[src/hdl/oot_pkg.sv]
`default_nettype none

package oot_pkg;

  localparam int CAPACITY    = 64;
  localparam int SOURCE_BITS = 3;
  localparam int IDX_W       = (CAPACITY > 1) ? $clog2(CAPACITY) : 1;
  localparam int CNT_W       = $clog2(CAPACITY + 1);

  localparam logic [31:0] NO_ORG = 32'd0;

  typedef enum logic [2:0] {
    KIND_ADD    = 3'd0,
    KIND_REMOVE = 3'd1,
    KIND_LOOKUP = 3'd2,
    KIND_CLEAR  = 3'd3,
    KIND_READ   = 3'd4
  } kind_e;

  typedef enum logic [2:0] {
    ST_IDLE,
    ST_DISPATCH,
    ST_SCAN,
    ST_SHIFT,
    ST_DONE
  } state_e;

  typedef struct packed {
    logic [31:0]            origin;
    logic [31:0]            org;
    logic [31:0]            parent;
    logic [31:0]            otype;
    logic [31:0]            ret;
    logic [SOURCE_BITS-1:0] src;
  } entry_t;

  typedef struct packed {
    logic load;
    logic scan;
    logic wr_hit;
    logic append;
    logic shift;
    logic dec;
    logic clear;
    logic read_idx;
    logic set_ok;
    logic set_found;
    logic emit;
  } cmd_t;

  typedef struct packed {
    logic [2:0] kind;
    logic       origin_zero;
    logic       full;
    logic       idx_ok;
    logic       scan_hit;
    logic       drained;
    logic       out_free;
  } sts_t;

endpackage

`default_nettype wire

[src/hdl/oot_ctrl.sv]
`default_nettype none

module oot_ctrl (
  input  wire logic          clk_i,
  input  wire logic          rst_ni,
  input  wire logic          in_valid_i,
  output logic               in_stall_o,
  input  wire oot_pkg::sts_t sts_i,
  output oot_pkg::cmd_t      cmd_o
);
  import oot_pkg::*;

  state_e state_q, state_d;

  always_ff @(posedge clk_i or negedge rst_ni) begin
    if (!rst_ni) begin
      state_q <= ST_IDLE;
    end else begin
      state_q <= state_d;
    end
  end

  always_comb begin
    state_d = state_q;
    case (state_q)
      ST_IDLE: begin
        if (in_valid_i) state_d = ST_DISPATCH;
      end
      ST_DISPATCH: begin
        case (sts_i.kind)
          KIND_ADD, KIND_REMOVE, KIND_LOOKUP: begin
            state_d = sts_i.origin_zero ? ST_DONE : ST_SCAN;
          end
          default: state_d = ST_DONE;
        endcase
      end
      ST_SCAN: begin
        if (sts_i.scan_hit) begin
          state_d = (sts_i.kind == KIND_REMOVE) ? ST_SHIFT : ST_DONE;
        end else if (sts_i.drained) begin
          state_d = ST_DONE;
        end
      end
      ST_SHIFT: begin
        if (sts_i.drained) state_d = ST_DONE;
      end
      ST_DONE: begin
        if (sts_i.out_free) state_d = ST_IDLE;
      end
      default: state_d = ST_IDLE;
    endcase
  end

  always_comb begin
    cmd_o = '0;
    case (state_q)
      ST_IDLE: begin
        cmd_o.load = in_valid_i;
      end
      ST_DISPATCH: begin
        if (sts_i.kind == KIND_CLEAR) cmd_o.clear = 1'b1;
        if (sts_i.kind == KIND_READ && sts_i.idx_ok) begin
          cmd_o.read_idx = 1'b1;
          cmd_o.set_ok   = 1'b1;
        end
      end
      ST_SCAN: begin
        cmd_o.scan = 1'b1;
        if (sts_i.scan_hit) begin
          if (sts_i.kind == KIND_ADD) begin
            cmd_o.wr_hit = 1'b1;
            cmd_o.set_ok = 1'b1;
          end
          if (sts_i.kind == KIND_LOOKUP) cmd_o.set_found = 1'b1;
        end else if (sts_i.drained && sts_i.kind == KIND_ADD && !sts_i.full) begin
          cmd_o.append = 1'b1;
          cmd_o.set_ok = 1'b1;
        end
      end
      ST_SHIFT: begin
        cmd_o.shift = 1'b1;
        cmd_o.dec   = sts_i.drained;
      end
      ST_DONE: begin
        cmd_o.emit = sts_i.out_free;
      end
      default: cmd_o = '0;
    endcase
  end

  assign in_stall_o = (state_q != ST_IDLE);

endmodule

`default_nettype wire

[config.mk]
export PLATFORM = sky130hd
export DESIGN_NAME = oot_ctrl
export DESIGN_NICKNAME = d
export VERILOG_FILES = /design/src/hdl/oot_pkg.sv /design/src/hdl/oot_ctrl.sv
export SDC_FILE = /design/constraint.sdc
export NUM_CORES = 1
export LEC_CHECK = 0
export BUFFER_PORTS_ARGS = -buffer_cell sky130_fd_sc_hd__buf_2
export CAP_MARGIN = 20
export CELL_PAD_IN_SITES_DETAIL_PLACEMENT = 1
export CELL_PAD_IN_SITES_GLOBAL_PLACEMENT = 1
export CORE_MARGIN = 2
export CORE_UTILIZATION = 22
export DETAILED_ROUTE_END_ITERATION = 6
export PLACE_DENSITY = 0.71
export SKIP_CTS_REPAIR_TIMING = 1
export SYNTH_ARGS = -nofsm -noshare
export SYNTH_HDL_FRONTEND = slang
export SYNTH_SLANG_ARGS = --single-unit
[constraint.sdc]
create_clock -name clk_i -period 1.6 [get_ports clk_i]
set_input_delay 0.08 -clock clk_i [delete_from_list [all_inputs] [get_ports clk_i]]
set_output_delay 0.08 -clock clk_i [all_outputs]
set_load 0.01 [all_outputs]
==> results.py <==
metrics = {
    "setup_path": {
        "cp-end-kind": "output port",
        "cp_slowest_cell": "or4_4",
        "timing_worst_setup_path_type": "reg -> out",
        "critical_path.max_fanout": 3,
        "max_stage_delay_ns": 0.45,
        "arrival_ns": 1.83,
        "worstPathCellList": "or3b_4 -> or4_4 -> nor4b_4 -> buf_2",
        "cp.required_ns": 1.52,
        "critical_path.startpoint_type": "register",
    },
    "cells_and_area": {
        "area_growth_pct": 60.0,
        "largest-register": "state_q",
        "largest_register_ffs": 3,
        "num-nets-final": 84,
        "multi_input_area_um2": 235,
        "layout-drive-gt1-share": 0.479,
        "fillers": 192,
        "reg.largest.list": "state_q: 3 flops",
        "final_util": 0.365,
        "n_antenna_cell": 0,
        "ff_latch_area_um2": 75.1,
    },
    "routing": {
        "vias_per_cell": 4.78,
        "drt_pass1_iterations": 2,
        "drc": 0,
        "ant_nets": 0,
        "routed_wl_um": 1020,
        "dr_total_vias": 416,
        "first_iter_violations": 3,
        "avgRoutedWirePerCell_um": 11.7,
    },
    "die": {
        "die_area_um2": 1830,
        "die_w_um": 42.8,
        "core_um2": 1450,
        "io_pins": 24,
        "start_util": 0.228,
        "die_h_um": 42.8,
        "core.rowCount": 14,
    },
    "grt": {
        "gr-usage-all-layers": 0.124,
        "grt_overflow": 0,
        "grt_max_degree": 9,
        "grt_first_pass_wirelength_um": 1680,
        "antenna_found_initial": 0,
        "grt_pass1_vias": 404,
    },
    "cts": {
        "cts_max_level": 1,
        "numCtsBuffers": 3,
        "cts_sinks": 3,
        "clockRootBuffer": "clkbuf_4",
        "tritoncts": "built",
        "clkLatencyLatePin_ns": 0.23,
        "ctsLongestPathBuffers": 2,
        "clkTransAtPathRegs_ns": 0.04,
    },
    "sta": {
        "final.setup.tns_ns": -0.732,
        "maxSlewHeadroom": 0.644,
        "whs_ns": 0.120,
        "maxSlewViolCount": 0,
        "timing.fmax_mhz": 523,
        "tightest_slew_ns": 0.527,
        "hold_violations": 0,
        "fin_skew_ns": 0.00186,
        "setup_slack_ns": -0.313,
        "min_period_over_period": 1.20,
        "rsz0062_at_grt": "yes",
        "setup_violations": 4,
        "fin_crit_ns": 1.91,
    },
    "power_and_ir_drop": {
        "leakagePower_nw": 0.308,
        "p_per_area_nw_per_um2": 978,
        "ir_worst_vdd_mv": 0.211,
    },
    "yosys": {
        "synthCells": 40,
        "synth.distinct_cells": 26,
        "syn-cell-area_um2": 332,
        "avgSynthCellArea_um2": 8.29,
        "synth-edff-count": 0,
        "yosys-top-cells-count": "inv_1 (5), nor2_1 (5), dfrtp_1 (3)",
        "yosys_warnings": 0,
        "synth_area_leaders": "dfrtp_1 (23%), nor4b_4 (7.2%), inv_1 (5.7%), nor2_1 (5.7%), nand3b_1 (4.5%)",
        "syn_nets": 52,
        "synth.largest_area_cell": "dfrtp_1",
        "synth.top_cell.area_share": 0.226,
        "synth-seq-cells": 3,
        "synth_flop_cell": "dfrtp_1",
        "yosysSeqAreaShare": 0.226,
        "synthArstFlopShare": 1.00,
    },
    "place": {
        "place_congestion": 0.755,
        "dp_hpwl_um": 863,
        "io_buffers": 23,
        "pre_cts_slack_ns": -0.0627,
    },
    "run": {
        "maxCapViolCount": 0,
    },
    "min_path": {
        "min_path_type": "in -> reg",
    },
    "outcome": {
        "failed_checks": "setup timing",
        "status": "finished, violations left",
    },
}
-- through the flow --
stage	power (mW)	cell area (um^2)	std cells
floorplan	0.258	332	40
global placement	0.379	489	82
global route	0.569	531	87
CTS	0.523	515	86
finish	0.519	531	87
detailed placement	0.382	489	82
-- worst max-delay path, delay by kind of cell, from the launching register on --
| family | cells | cell delay [ns] |
|---|---|---|
| AND/OR/NAND/NOR | 3 | 1.07 |
| flip-flops | 1 | 0.37 |
| buffers and inverters | 1 | 0.16 |
-- logic make-up after synthesis --
| kind of cell | count (synthesis) | share of synthesized area |
|---|---|---|
| buffers and inverters | 6 | 0.0793 |
| and+or+nand+nor | 24 | 0.540 |
| DFF | 3 | 0.226 |
| AOI/OAI and AO/OA | 7 | 0.155 |
-- routing by layer --
metal	vias up	wire length, um	GRT usage
met5	-	0	0
met2	14	524	0.215
met3	2	73	0.0426
met1	185	408	0.133
met4	0	13	0.0563
li1	215	-	-
-- power by group --
part           internal (mW)  total (mW)  leakage, nW  switching (mW)
Clock                 0.0936       0.135       0.0150          0.0412
Combinational          0.135       0.272        0.253           0.137
Sequential             0.100       0.112       0.0395          0.0116
-- cell type report --
| type | count | area share |
|---|---|---|
| inverter | 5 | 0.0354 |
| clock buffer | 4 | 0.0495 |
| multi-input combinational | 31 | 0.443 |
| tap | 16 | 0.0377 |
| timing repair buffer | 28 | 0.292 |
| sequential | 3 | 0.142 |
-- worst paths after layout --
| check | startpoint | to | slack (ns) | cells past startpoint |
|---|---|---|---|---|
| setup / recovery | state_q[0] | cmd_o[7] | -0.31 | 4 |
| hold / removal | in_valid_i | state_q[0] | 0.12 | 3 |
| setup reg to reg | state_q[0] | state_q[2] | 0.24 | 4 |
| hold reg to reg | state_q[2] | state_q[0] | 0.57 | 2 |
| max in group asynchronous | rst_ni | state_q[1] | 1.32 | 2 |
| min in group asynchronous | rst_ni | state_q[0] | 0.17 | 2 |
-- cells in the final DEF, fill, tap and decap left out, drive strengths merged --
| cell | Yosys | layout |
|---|---|---|
| nand3b | 2 | 2 |
| nor4bb | 1 | 1 |
| dfrtp | 3 | 3 |
| nor4b | 1 | 1 |
| and4 | 1 | 1 |
| and3 | 1 | 1 |
| a32o | 1 | 1 |
| nor3 | 1 | 1 |
| or4b | 1 | 1 |
| and2 | 1 | 1 |
| clkbuf | 0 | 4 |
| dlygate4sd3 | 0 | 1 |
| o221ai | 1 | 1 |
| a31oi | 1 | 1 |
| buf | 1 | 27 |
| inv | 5 | 5 |
| and3b | 1 | 1 |
| a211o | 1 | 1 |
| or4 | 1 | 1 |
| nor3b | 1 | 1 |
| a21oi | 2 | 2 |
| nand2 | 2 | 2 |
| and4b | 1 | 1 |
| or3b | 1 | 1 |
| nor4 | 1 | 1 |
| o21bai | 1 | 1 |
| or3 | 2 | 2 |
| nor2 | 5 | 5 |
No activity file was read; power rests on OpenSTA's default activity.
